`config.mk`:
```
export PLATFORM = sky130hd
export DESIGN_NAME = coalescing_event_queue_flat
export DESIGN_NICKNAME = d
export VERILOG_FILES = /design/src/hdl/evq_pkg.sv /design/src/hdl/evq_if.sv /design/src/hdl/coalescing_event_queue.sv /design/src/hdl/evq_ctrl.sv /design/src/hdl/evq_datapath.sv /design/src/flat_wrapper.sv
export SDC_FILE = /design/constraint.sdc
export NUM_CORES = 1
export LEC_CHECK = 0
export BUFFER_PORTS_ARGS = -buffer_cell sky130_fd_sc_hd__buf_2
export CAP_MARGIN = 20
export CORE_MARGIN = 2
export CORE_UTILIZATION = 50
export DETAILED_ROUTE_END_ITERATION = 6
export PLACE_DENSITY_LB_ADDON = 0.15
export SKIP_LAST_GASP = 1
export SYNTH_ARGS = -nofsm -noshare
export SYNTH_HDL_FRONTEND = slang
export SYNTH_SLANG_ARGS = --single-unit
```
`constraint.sdc`:
```
create_clock -name clock -period 8.7 [get_ports clock]
set_clock_uncertainty 0.2 [all_clocks]
set_input_delay 0.435 -clock clock [delete_from_list [all_inputs] [get_ports clock]]
set_output_delay 0.435 -clock clock [all_outputs]
set_load 0.02 [all_outputs]
```
`src/hdl/evq_pkg.sv`:
```
// ----------------------------------------------------------------------------
// evq_pkg
// Shared types, constants and helpers of the coalescing event queue.
// ----------------------------------------------------------------------------
package evq_pkg;

   localparam int NUM_EVENTS = 16;
   localparam int IDX_W      = (NUM_EVENTS > 1) ? $clog2(NUM_EVENTS) : 1;
   localparam int ID_W       = 4;
   localparam int WIDE_W     = ID_W + IDX_W;

   typedef logic [IDX_W-1:0] idx_type;
   typedef logic [ID_W-1:0]  id_type;

   typedef enum logic [1:0] {
      OP_ACTIVATE = 2'd0,
      OP_POLL     = 2'd1,
      OP_STOP     = 2'd2
   } op_type;

   typedef enum logic [1:0] {
      OUT_DONE     = 2'd0,
      OUT_DISPATCH = 2'd1,
      OUT_EMPTY    = 2'd2,
      OUT_STOPPED  = 2'd3
   } outcome_type;

   typedef enum logic [1:0] {
      EV_IDLE   = 2'd0,
      EV_QUEUED = 2'd1,
      EV_AGAIN  = 2'd2
   } ev_state_type;

   typedef struct packed {
      logic capture;
      logic execute;
   } evq_cmd_type;

   function automatic logic id_in_range(input id_type id);
      logic [WIDE_W-1:0] w;
      w = WIDE_W'(id);
      return w < WIDE_W'(NUM_EVENTS);
   endfunction

   function automatic idx_type id_to_idx(input id_type id);
      logic [WIDE_W-1:0] w;
      w = WIDE_W'(id);
      return w[IDX_W-1:0];
   endfunction

   function automatic id_type idx_to_id(input idx_type idx);
      logic [WIDE_W-1:0] w;
      w = WIDE_W'(idx);
      return w[ID_W-1:0];
   endfunction

endpackage

```
`src/hdl/evq_if.sv`:
```
// ----------------------------------------------------------------------------
// evq_req_if / evq_rsp_if
// Valid/ready channels carrying request and response items.
// ----------------------------------------------------------------------------
interface evq_req_if import evq_pkg::*; ();
   logic       valid;
   logic       ready;
   logic [1:0] op;
   id_type     event_id;
   logic       gate_ok;

   modport source (output valid, op, event_id, gate_ok, input ready);
   modport sink   (input valid, op, event_id, gate_ok, output ready);
endinterface

interface evq_rsp_if import evq_pkg::*; ();
   logic       valid;
   logic       ready;
   logic [1:0] outcome;
   id_type     dispatched_id;

   modport source (output valid, outcome, dispatched_id, input ready);
   modport sink   (input valid, outcome, dispatched_id, output ready);
endinterface

```
`src/hdl/coalescing_event_queue.sv`:
```
// ----------------------------------------------------------------------------
// coalescing_event_queue
// Flow: the item is captured in S_IDLE and updated in S_EXEC, which loads
// the result register; the update waits while an earlier result still
// waits on the output. A new item is taken only in S_IDLE, after the last
// update of the tables; a pending result does not block the next capture.
// Reset (synchronous): queue empty, all events idle, stop flag clear.
// ----------------------------------------------------------------------------
module coalescing_event_queue import evq_pkg::*; (
   input  logic       clock,
   input  logic       reset,
   evq_req_if.sink    req_chan,
   evq_rsp_if.source  rsp_chan
);

   evq_cmd_type cmd;

   evq_ctrl u_ctrl (
      .clock     (clock),
      .reset     (reset),
      .req_valid (req_chan.valid),
      .req_ready (req_chan.ready),
      .rsp_valid (rsp_chan.valid),
      .rsp_ready (rsp_chan.ready),
      .cmd       (cmd)
   );

   evq_datapath u_datapath (
      .clock             (clock),
      .reset             (reset),
      .cmd               (cmd),
      .req_op            (req_chan.op),
      .req_event_id      (req_chan.event_id),
      .req_gate_ok       (req_chan.gate_ok),
      .rsp_outcome       (rsp_chan.outcome),
      .rsp_dispatched_id (rsp_chan.dispatched_id)
   );

endmodule

```
`src/hdl/evq_ctrl.sv`:
```
// ----------------------------------------------------------------------------
// evq_ctrl
// Sequencer: captures an item, runs its update once the result slot is free.
// ----------------------------------------------------------------------------
module evq_ctrl import evq_pkg::*; (
   input  logic        clock,
   input  logic        reset,
   input  logic        req_valid,
   output logic        req_ready,
   output logic        rsp_valid,
   input  logic        rsp_ready,
   output evq_cmd_type cmd
);

   typedef enum logic {
      S_IDLE,
      S_EXEC
   } state_type;

   state_type state_ff, state_in;
   logic      rsp_valid_ff, rsp_valid_in;
   logic      slot_free;

   assign req_ready   = (state_ff == S_IDLE);
   assign rsp_valid   = rsp_valid_ff;
   assign slot_free   = !rsp_valid_ff || rsp_ready;
   assign cmd.capture = req_valid && req_ready;
   assign cmd.execute = (state_ff == S_EXEC) && slot_free;

   always_comb begin
      state_in     = state_ff;
      rsp_valid_in = rsp_valid_ff && !rsp_ready;
      case (state_ff)
         S_IDLE: begin
            if (cmd.capture) begin
               state_in = S_EXEC;
            end
         end
         S_EXEC: begin
            if (cmd.execute) begin
               state_in     = S_IDLE;
               rsp_valid_in = 1'b1;
            end
         end
         default: begin
            state_in = S_IDLE;
         end
      endcase
   end

   always_ff @(posedge clock) begin
      if (reset) begin
         state_ff     <= S_IDLE;
         rsp_valid_ff <= 1'b0;
      end else begin
         state_ff     <= state_in;
         rsp_valid_ff <= rsp_valid_in;
      end
   end

endmodule

```
`src/hdl/evq_datapath.sv`:
```
// ----------------------------------------------------------------------------
// evq_datapath
// Event state table, link table, head/tail pointers and result register.
// ----------------------------------------------------------------------------
module evq_datapath import evq_pkg::*; (
   input  logic        clock,
   input  logic        reset,
   input  evq_cmd_type cmd,
   input  logic [1:0]  req_op,
   input  id_type      req_event_id,
   input  logic        req_gate_ok,
   output logic [1:0]  rsp_outcome,
   output id_type      rsp_dispatched_id
);

   logic [1:0]   op_ff;
   id_type       id_ff;
   logic         gate_ff;

   ev_state_type state_mem [NUM_EVENTS];
   idx_type      link_mem  [NUM_EVENTS];

   idx_type      head_ff, head_in;
   idx_type      tail_ff, tail_in;
   logic         empty_ff, empty_in;
   logic         stop_ff, stop_in;
   outcome_type  outcome_ff, outcome_in;
   id_type       disp_ff, disp_in;

   idx_type      ev_idx;
   ev_state_type ev_st;
   idx_type      head_link;
   logic         st_we;
   ev_state_type st_wdata;
   logic         link_we;
   idx_type      link_wdata;

   always_ff @(posedge clock) begin
      if (cmd.capture) begin
         op_ff   <= req_op;
         id_ff   <= req_event_id;
         gate_ff <= req_gate_ok;
      end
   end

   assign ev_idx    = (op_type'(op_ff) == OP_POLL) ? head_ff : id_to_idx(id_ff);
   assign ev_st     = state_mem[ev_idx];
   assign head_link = link_mem[head_ff];

   always_comb begin
      head_in    = head_ff;
      tail_in    = tail_ff;
      empty_in   = empty_ff;
      stop_in    = stop_ff;
      outcome_in = OUT_DONE;
      disp_in    = '0;
      st_we      = 1'b0;
      st_wdata   = EV_IDLE;
      link_we    = 1'b0;
      link_wdata = ev_idx;
      case (op_type'(op_ff))
         OP_ACTIVATE: begin
            if (gate_ff && id_in_range(id_ff)) begin
               case (ev_st)
                  EV_IDLE: begin
                     st_we    = 1'b1;
                     st_wdata = EV_QUEUED;
                     tail_in  = ev_idx;
                     empty_in = 1'b0;
                     if (empty_ff) begin
                        head_in = ev_idx;
                     end else begin
                        link_we = 1'b1;
                     end
                  end
                  EV_QUEUED: begin
                     st_we    = 1'b1;
                     st_wdata = EV_AGAIN;
                  end
                  default: begin
                  end
               endcase
            end
         end
         OP_POLL: begin
            if (empty_ff) begin
               outcome_in = stop_ff ? OUT_STOPPED : OUT_EMPTY;
            end else begin
               outcome_in = OUT_DISPATCH;
               disp_in    = idx_to_id(head_ff);
               st_we      = 1'b1;
               if (ev_st == EV_IDLE || ev_st == EV_QUEUED) begin
                  st_wdata = EV_IDLE;
                  if (head_ff == tail_ff) begin
                     empty_in = 1'b1;
                  end else begin
                     head_in = head_link;
                  end
               end else begin
                  // requeue at tail unless it is the only entry
                  st_wdata = EV_QUEUED;
                  if (head_ff != tail_ff) begin
                     head_in = head_link;
                     link_we = 1'b1;
                     tail_in = head_ff;
                  end
               end
            end
         end
         OP_STOP: begin
            stop_in = 1'b1;
         end
         default: begin
         end
      endcase
   end

   always_ff @(posedge clock) begin
      if (reset) begin
         for (int i = 0; i < NUM_EVENTS; i++) begin
            state_mem[i] <= EV_IDLE;
         end
      end else if (cmd.execute && st_we) begin
         state_mem[ev_idx] <= st_wdata;
      end
   end

   always_ff @(posedge clock) begin
      if (cmd.execute && link_we) begin
         link_mem[tail_ff] <= link_wdata;
      end
   end

   always_ff @(posedge clock) begin
      if (reset) begin
         head_ff  <= '0;
         tail_ff  <= '0;
         empty_ff <= 1'b1;
         stop_ff  <= 1'b0;
      end else if (cmd.execute) begin
         head_ff  <= head_in;
         tail_ff  <= tail_in;
         empty_ff <= empty_in;
         stop_ff  <= stop_in;
      end
   end

   always_ff @(posedge clock) begin
      if (cmd.execute) begin
         outcome_ff <= outcome_in;
         disp_ff    <= disp_in;
      end
   end

   assign rsp_outcome       = outcome_ff;
   assign rsp_dispatched_id = disp_ff;

endmodule

```
`src/flat_wrapper.sv`:
```
// flat-port wrapper written by rule: the top's interface ports become plain ports
module coalescing_event_queue_flat import evq_pkg::*;
  (clock, reset, req_chan_valid, req_chan_op, req_chan_event_id, req_chan_gate_ok, req_chan_ready, rsp_chan_valid, rsp_chan_outcome, rsp_chan_dispatched_id, rsp_chan_ready);
  evq_req_if req_chan_i ();
  evq_rsp_if rsp_chan_i ();
  input  logic clock;
  input  logic reset;
  input wire logic [$bits(req_chan_i.valid)-1:0] req_chan_valid;
  input wire logic [$bits(req_chan_i.op)-1:0] req_chan_op;
  input wire logic [$bits(req_chan_i.event_id)-1:0] req_chan_event_id;
  input wire logic [$bits(req_chan_i.gate_ok)-1:0] req_chan_gate_ok;
  output wire logic [$bits(req_chan_i.ready)-1:0] req_chan_ready;
  output wire logic [$bits(rsp_chan_i.valid)-1:0] rsp_chan_valid;
  output wire logic [$bits(rsp_chan_i.outcome)-1:0] rsp_chan_outcome;
  output wire logic [$bits(rsp_chan_i.dispatched_id)-1:0] rsp_chan_dispatched_id;
  input wire logic [$bits(rsp_chan_i.ready)-1:0] rsp_chan_ready;
  assign req_chan_i.valid = req_chan_valid;
  assign req_chan_i.op = req_chan_op;
  assign req_chan_i.event_id = req_chan_event_id;
  assign req_chan_i.gate_ok = req_chan_gate_ok;
  assign req_chan_ready = req_chan_i.ready;
  assign rsp_chan_valid = rsp_chan_i.valid;
  assign rsp_chan_outcome = rsp_chan_i.outcome;
  assign rsp_chan_dispatched_id = rsp_chan_i.dispatched_id;
  assign rsp_chan_i.ready = rsp_chan_ready;
  coalescing_event_queue u_core (.clock(clock), .reset(reset), .req_chan(req_chan_i), .rsp_chan(rsp_chan_i));
endmodule
```
# Yosys cells after proc, flatten, opt, wreduce, memory -nomap -nowiden
# Memory sizes are Yosys's and may differ from the RTL's. A register that Yosys moved wholly into a read port is not among the register bits.
# Cells that the tools add are included.
[op_classes] div_mod_pow=0 n_bitwise=2 shift=0 n_addsub=0 muxes=55 multipliers=0 magnitude_cmp=0 n_eq_ne=13 reduce_logical=20
[op_table] operator="4-bit two-way mux" n=16
[op_table] operator="1-bit two-way mux" n=29
[op_table] operator="4-bit one-hot mux with 2 select lines" n=2
[op_table] operator="2-bit inequality test (second input constant)" n=5
[op_table] operator="1-bit one-hot mux with 2 select lines" n=4
[op_table] operator="2-bit one-hot mux with 2 select lines" n=2
[op_table] operator="8-bit AND reduction" n=1
[op_table] operator="7-bit AND reduction" n=1
[op_table] operator="2-bit OR reduction" n=3
[op_table] operator="1-bit logical AND" n=5
[op_table] operator="2-bit by 1-bit == test with 1-bit output (second input constant)" n=2
[op_table] operator="4-bit == test" n=1
[op_table] operator="2-bit zero test" n=2
[op_table] operator="2-bit two-way mux" n=2
[op_table] operator="4-bit inequality test" n=1
[op_table] operator="2-bit AND reduction" n=2
[op_table] operator="4-bit AND reduction" n=1
[op_table] operator="3-bit by 1-bit inequality test with 1-bit output (second input constant)" n=1
[op_table] operator="3-bit inequality test (second input constant)" n=1
[op_table] operator="2-bit == test (second input constant)" n=1
[op_table] operator="1-bit zero test" n=2
[op_table] operator="1-bit logical OR" n=2
[op_table] operator="2-bit by 1-bit inequality test with 1-bit output (second input constant)" n=1
[op_table] operator="1-bit NOT" n=2
[op_table] operator="2-bit nonzero test" n=1
[word_totals] ram_bits=96 out_inout_bits=8 elab_cells=104 inputBits=11 n_memories=2 rom_bits=0 reg_bits=25 latchBits=0
[memory_table] name="u_core.u_datapath.link_mem" depth=16 word_bits=4 read_ports=1 rd_ports_with_merged_regs=1 wr=1 line="evq_datapath.sv:21" text="idx_type link_mem [NUM_EVENTS];"
[memory_table] name="u_core.u_datapath.state_mem" depth=16 word_bits=2 read_ports=1 rd_ports_with_merged_regs=0 wr=16 line="evq_datapath.sv:20" text="ev_state_type state_mem [NUM_EVENTS];"

# Depth between registers and ports, before layout
# An unclocked memory read counts as a cell.
[depth] ltp_word=14 mapped_depth=11 mapped_depth_nobuf=8

# Cells and area by module
# From an unflattened synthesis, not the netlist that was laid out.
[hier_totals] hier_cells=411 area_unflattened_um2=5738.0
[by_module_without_submodules] module="evq_datapath" n_inst=1 cells_per_inst=402 area_each_um2=5650.4 seq_area_each_um2=3553.4
[by_module_without_submodules] module="evq_ctrl" n_inst=1 cells_per_inst=9 area_each_um2=87.6 seq_area_each_um2=40.0

# Worst setup path before layout
# OpenSTA, ideal clock, no wires.
[synth_path] path_type="register to register" from="register u_core.u_datapath.op_ff[1]" to="memory u_core.u_datapath.link_mem[12][0] (netlist bit) (enable)" n_path_buf=2 required_time_ns=8.121 period_less_slack_ns=3.244 t_arrival_ns=2.666 stages_incl_launch_ff=10 setup_time_ns=0.379 path_slack_ns=5.456 cell_sequence="edfxtp_1 > nand2b_1 > buf_2 > a21oi_2 > buf_6 > mux4_2 > a22oi_1 > o31a_2 > mux2i_2 > nor4b_1"
[synth_via] elab_chain_cells=11 word_cells_on_any_way=15 cone_classes="eq/ne (2); mux (8); reduce/logical (4); memory (1)"
[synth_lines] element="from (decl)" line="evq_datapath.sv:16" text="logic [1:0] op_ff;"
[synth_lines] element="from (signal assigned)" line="evq_datapath.sv:40" text="op_ff <= req_op;"
[synth_lines] element="2-bit by 1-bit == test with 1-bit output" line="evq_datapath.sv:46, evq_datapath.sv:61"
[synth_lines] element="4-bit two-way mux" line="evq_datapath.sv:46" text="assign ev_idx = (op_type'(op_ff) == OP_POLL) ? head_ff : id_to_idx(id_ff);"
[synth_lines] element="memory 16 x 2 bit"
[synth_lines] element="2-bit by 1-bit == test with 1-bit output / 2-bit zero test (equally long branches)" line="evq_datapath.sv:92, evq_datapath.sv:64"
[synth_lines] element="1-bit logical OR" line="evq_datapath.sv:92" text="if (ev_st == EV_IDLE || ev_st == EV_QUEUED) begin"
[synth_lines] element="1-bit two-way mux" line="evq_datapath.sv:92"
[synth_lines] element="1-bit two-way mux" line="evq_datapath.sv:86" text="if (empty_ff) begin"
[synth_lines] element="1-bit one-hot mux with 2 select lines *" line="evq_datapath.sv:61" text="case (op_type'(op_ff))"
[synth_lines] element="1-bit logical AND *" line="evq_datapath.sv:129" text="if (cmd.execute && link_we) begin"
[synth_lines] element="1-bit two-way mux *" line="evq_datapath.sv:129"
[synth_lines] element="1-bit two-way mux (not written as such) *" line="evq_datapath.sv:130" text="link_mem[tail_ff] <= link_wdata;"
[synth_lines] element="to (decl)" line="evq_datapath.sv:21"
# Mark *: on every way between the ends. The rest lies on a longest branch, timed or not.

# Final worst setup path
[layout_path] from="register u_core.u_datapath.op_ff[1]" to="memory u_core.u_datapath.link_mem[4][3] (netlist bit) (enable)"
# The elaborated chain is that of the path after synthesis.

==> impl_results.html <==
<table>
<tr><th>Metric</th><th>Value</th></tr>
<tr><th colspan="2">Run status</th></tr>
<tr><td>Status</td><td>complete, no violations</td></tr>
<tr><th colspan="2">Worst setup path</th></tr>
<tr><td>CP peak stage delay</td><td>0.79 ns</td></tr>
<tr><td>Arrival time at the worst endpoint</td><td>4.13 ns</td></tr>
<tr><td>Required time of the worst setup path</td><td>8.55 ns</td></tr>
<tr><td>Cell with the most instances on the worst path</td><td>buf_4</td></tr>
<tr><td>Category of the most critical setup path</td><td>register to register</td></tr>
<tr><td>Kind of capture point of the worst setup path</td><td>register</td></tr>
<tr><td>CP Max Fanout</td><td>26</td></tr>
<tr><td>Kind of start point of the critical path</td><td>register</td></tr>
<tr><td>Worst path cell trace</td><td>nand2b_1, buf_4, a21oi_2, buf_4, inv_2, a21oi_1, a22o_1, o31a_2, mux2i_2, buf_4, nor4b_1</td></tr>
<tr><td>Worst path slowest cell</td><td>nor4b_1</td></tr>
<tr><td>Worst reg2reg path depth</td><td>11</td></tr>
<tr><th colspan="2">Place</th></tr>
<tr><td>Placed inst area</td><td>slightly below 6000 um2</td></tr>
<tr><td>Post-detail-place hpwl</td><td>8210 um</td></tr>
<tr><td>Number of buffers inserted by port buffering</td><td>18</td></tr>
<tr><td>Placed insts</td><td>546</td></tr>
<tr><td>RD Place Congestion</td><td>0.828</td></tr>
<tr><th colspan="2">Power</th></tr>
<tr><td>Sw Ratio</td><td>0.222</td></tr>
<tr><td>Worst supply voltage drop on vdd</td><td>0.242 mV</td></tr>
<tr><td>Areal power density over the cells</td><td>~230 nW/um2</td></tr>
<tr><td>Part of the total power dissipated in the clock network</td><td>0.493</td></tr>
<tr><td>Sequential share of power</td><td>0.448</td></tr>
<tr><td>Logic pwr share</td><td>0.058</td></tr>
<tr><td>Net switching power figure</td><td>0.333 mW</td></tr>
<tr><td>Internal power</td><td>1.17 mW</td></tr>
<tr><td>Power Total</td><td>approximately 1.5 mW</td></tr>
<tr><td>Leakage power figure</td><td>about 2.1 nW</td></tr>
<tr><th colspan="2">Synthesis</th></tr>
<tr><td>Count of flip-flops with a built-in enable after synthesis</td><td>between 100 and 150</td></tr>
<tr><td>Mean post-synth cell area</td><td>14.1 um2</td></tr>
<tr><td>Post-Synth Simple-Gate Area</td><td>0.147</td></tr>
<tr><td>Fraction of registers with async set or reset after synthesis</td><td>0</td></tr>
<tr><td>Main area contributors after synthesis</td><td>edfxtp_1 (57%), mux4_2 (8.7%), dfxtp_1 (5.6%)</td></tr>
<tr><td>Number of unique standard cell types used by synthesis</td><td>48</td></tr>
<tr><td>Adder-cell share of the synthesized area</td><td>0</td></tr>
<tr><td>Multiplexer fraction of the synthesized cell area</td><td>0.118</td></tr>
<tr><td>Largest area contributor in the synthesized netlist</td><td>edfxtp_1</td></tr>
<tr><td>Xor and xnor fraction of the mapped netlist area</td><td>0.00612</td></tr>
<tr><td>Leading cell type by number of instances after synthesis</td><td>edfxtp_1</td></tr>
<tr><td>Net Count, Synth</td><td>418</td></tr>
<tr><td>Prevailing post-synth register cell</td><td>edfxtp_1</td></tr>
<tr><td>Dominant combinational cell family by area after synthesis</td><td>simple AND/OR/NAND/NOR gates</td></tr>
<tr><td>Synthesized flop and latch total</td><td>roughly 130</td></tr>
<tr><td>Post-synthesis instance total</td><td>407</td></tr>
<tr><td>Fraction of synthesized cell area taken by the top area cell type</td><td>0.571</td></tr>
<tr><td>Proportion of synthesized chip area in sequential cells</td><td>0.627</td></tr>
<tr><td>Leading cell types by count after synthesis</td><td>edfxtp_1 (109), nand2_1 (40), mux4_2 (22)</td></tr>
<tr><td>Compound-Gate Fraction of Synth Area</td><td>0.0679</td></tr>
<tr><td>Post-synthesis instance area</td><td>5730 um2</td></tr>
<tr><td>Warnings, synthesis</td><td>0</td></tr>
<tr><th colspan="2">GRT</th></tr>
<tr><td>Global-route wire length before repair</td><td>20400 um</td></tr>
<tr><td>Grt total ovfl</td><td>0</td></tr>
<tr><td>GR Util All Layers</td><td>0.220</td></tr>
<tr><td>Maximum number of pins on one net before global-route repair</td><td>27</td></tr>
<tr><td>Number of global-route vias before repair</td><td>3591</td></tr>
<tr><td>Initial antenna violation count</td><td>0</td></tr>
<tr><th colspan="2">STA</th></tr>
<tr><td>Final worst-path cycle share</td><td>0.492</td></tr>
<tr><td>Highest attainable clock frequency</td><td>0.234 GHz</td></tr>
<tr><td>Final critical delay including setup and external delays</td><td>4.28 ns</td></tr>
<tr><td>Setup repair after global routing missed its margin</td><td>false</td></tr>
<tr><td>Worst relative slew slack</td><td>0.336</td></tr>
<tr><td>Transition time at the pin with the least slew margin</td><td>between 0.9 and 1 ns</td></tr>
<tr><td>Fin. Hold Viols</td><td>0</td></tr>
<tr><td>Final max-slew violation count</td><td>0</td></tr>
<tr><td>Sum of negative setup slack</td><td>0 ns</td></tr>
<tr><td>Number of setup violations in the final report</td><td>0</td></tr>
<tr><th colspan="2">Detailed routing</th></tr>
<tr><td>First-pass iteration count of the detailed router</td><td>5</td></tr>
<tr><td>Detail-routed net length per standard cell</td><td>21.6 um</td></tr>
<tr><td>DRC marker count from the first detailed-route iteration</td><td>384</td></tr>
<tr><td>Via count</td><td>3578</td></tr>
<tr><td>Number of routed nets with antenna violations</td><td>0</td></tr>
<tr><td>Remaining routing DRC violations</td><td>0</td></tr>
<tr><td>Vias per Instance</td><td>roughly 6.1</td></tr>
<tr><td>Overall routed net length</td><td>approximately 13000 um</td></tr>
<tr><th colspan="2">Clock tree</th></tr>
<tr><td>Post-CTS Setup Repair Bufs</td><td>0</td></tr>
<tr><td>Clock-pin transition on the worst setup and hold timing paths</td><td>0.06 ns</td></tr>
<tr><td>H-tree levels</td><td>4</td></tr>
<tr><td>Root buffer cell</td><td>clkbuf_16</td></tr>
<tr><td>Number of buffers on the longest clock path</td><td>2</td></tr>
<tr><td>TritonCTS clock tree</td><td>yes</td></tr>
<tr><td>Number of clock sinks</td><td>125</td></tr>
<tr><td>Number of buffers inserted during clock tree synthesis</td><td>17</td></tr>
<tr><td>Clk_lat worst skew</td><td>0.42 ns</td></tr>
<tr><th colspan="2">Worst hold path</th></tr>
<tr><td>Min-Delay Path Depth</td><td>3</td></tr>
<tr><td>Path class of the lowest-slack min-delay path</td><td>input pin to register</td></tr>
<tr><th colspan="2">Cells and area</th></tr>
<tr><td>Antenna cells</td><td>0</td></tr>
<tr><td>Non-filler cells, final</td><td>586</td></tr>
<tr><td>Number of inserted filler cells in the final layout</td><td>893</td></tr>
<tr><td>Layout overhead on the synthesized area</td><td>15.7%</td></tr>
<tr><td>Final layout net count</td><td>between 400 and 500</td></tr>
<tr><td>Fraction of final layout cells sized beyond drive strength 1</td><td>0.233</td></tr>
<tr><td>Cell area after layout</td><td>approximately 6600 um2</td></tr>
<tr><th colspan="2">Run</th></tr>
<tr><td>Max capacitance violation total</td><td>0</td></tr>
<tr><th colspan="2">Die</th></tr>
<tr><td>Initial Util</td><td>0.506</td></tr>
<tr><td>Number of core rows</td><td>39</td></tr>
<tr><td>DIE AREA</td><td>between 10000 and 15000 um2</td></tr>
<tr><td>Floorplan die height</td><td>111 um</td></tr>
<tr><td>Floorplan Core Area</td><td>about 11000 um2</td></tr>
<tr><td>Die extent in x</td><td>111 um</td></tr>
<tr><td>Num ports</td><td>19</td></tr>
</table>
-- cells in the final DEF, fill, tap and decap left out, drive strengths merged, types with 2 or more instances in the layout --
cell	synthesis	final
a211oi	12	12
a21oi	7	7
a311oi	4	4
a31oi	7	7
and2	5	5
buf	13	25
bufinv	0	4
clkbuf	15	17
clkinv	0	7
clkinvlp	0	3
dfxtp	16	16
dlygate4sd3	0	7
edfxtp	109	109
inv	16	17
mux2	2	2
mux2i	14	14
mux4	22	22
nand2	40	40
nand2b	2	2
nand3	4	4
nand4	2	2
nor2	10	10
nor2b	4	4
nor3	21	21
nor4	31	31
nor4b	10	10
nor4bb	3	3
o21ai	13	13
o22ai	3	3
o31ai	5	5
xor2	4	4
-- stage by stage --
stage                util  worst slack [ns]  hold slack (ns)
floorplan               -              5.46            0.237
global placement    0.522              4.53            0.275
detailed placement  0.522              4.43            0.271
CTS                 0.583              4.41           0.0727
global route        0.585              4.07            0.112
finish              0.585              4.42           0.0872
-- power groups by stage --
stage          registers (mW)  clock network (mW)  logic, mW
5_1_grt                 0.675               0.777     0.0953
2_1_floorplan           0.684                   0     0.0609
4_1_cts                 0.674               0.747     0.0866
3_3_place_gp            0.686                   0     0.0826
3_5_place_dp            0.686                   0     0.0840
6_report                0.674               0.742     0.0878
-- logic make-up after synthesis --
logic type | after synthesis
simple gates | 138
flops | 125
compound gates | 58
buf+inv | 44
mux | 38
xor+xnor | 4
-- flip-flops by register name, indices dropped and copies added (netlist names), 2 cells and up, named ones only --
signal                               count
u_core.u_datapath.rsp_outcome            2
u_core.u_datapath.tail_ff                4
u_core.u_datapath.rsp_dispatched_id      4
u_core.u_datapath.state_mem             32
u_core.u_datapath.link_mem              64
u_core.u_datapath.id_ff                  4
u_core.u_datapath.head_ff                4
u_core.u_datapath.op_ff                  2
-- critical path, delay by kind of cell (launching register included) --
kind / cells / cell delay (ns)
buffers and inverters: 4 / 1.12
and+or+nand+nor: 2 / 0.94
AOI/OAI and AO/OA: 4 / 0.88
DFF: 1 / 0.54
muxes: 1 / 0.19
-- final cells by class --
type | count | area, um2 | share of cell area
Clock buffer | 17 | 425 | 0.0642
Timing Repair Buffer | 32 | 233 | 0.0351
Tap cell | 143 | 179 | 0.0270
Sequential cell | 125 | 3590 | 0.542
Multi-Input combinational cell | 238 | 1940 | 0.293
Clock inverter | 15 | 195 | 0.0295
Inverter | 16 | 60.1 | 0.00906
-- path summary, 6_finish.rpt --
kind | from | to | slack (ns)
worst min register to register | u_core.u_datapath.stop_ff | u_core.u_datapath.stop_ff | 0.28
worst max register to register | u_core.u_datapath.op_ff[1] | u_core.u_datapath.link_mem[4][3] | 4.42
worst min-delay path | req_chan_valid | u_core.u_ctrl.state_ff | 0.09
worst max-delay path | u_core.u_datapath.op_ff[1] | u_core.u_datapath.link_mem[4][3] | 4.42
-- metal layers --
layer	part of all wire	up-vias	global-route usage
met5	0	-	0
met4	0.014	0	0.0774
met3	0.048	13	0.0640
met2	0.47	104	0.330
met1	0.47	1795	0.310
li1	-	1666	-
-- what timing repair did --
| action | 4_1_cts | 5_1_grt |
|---|---|---|
| endpoints found under the setup margin | 0 | 0 |
| hold endpoints to repair | 7 | 0 |
| gates resized for setup | 0 | 0 |
| hold buffers | 7 | 0 |
Power figures use the tool's default switching activity.
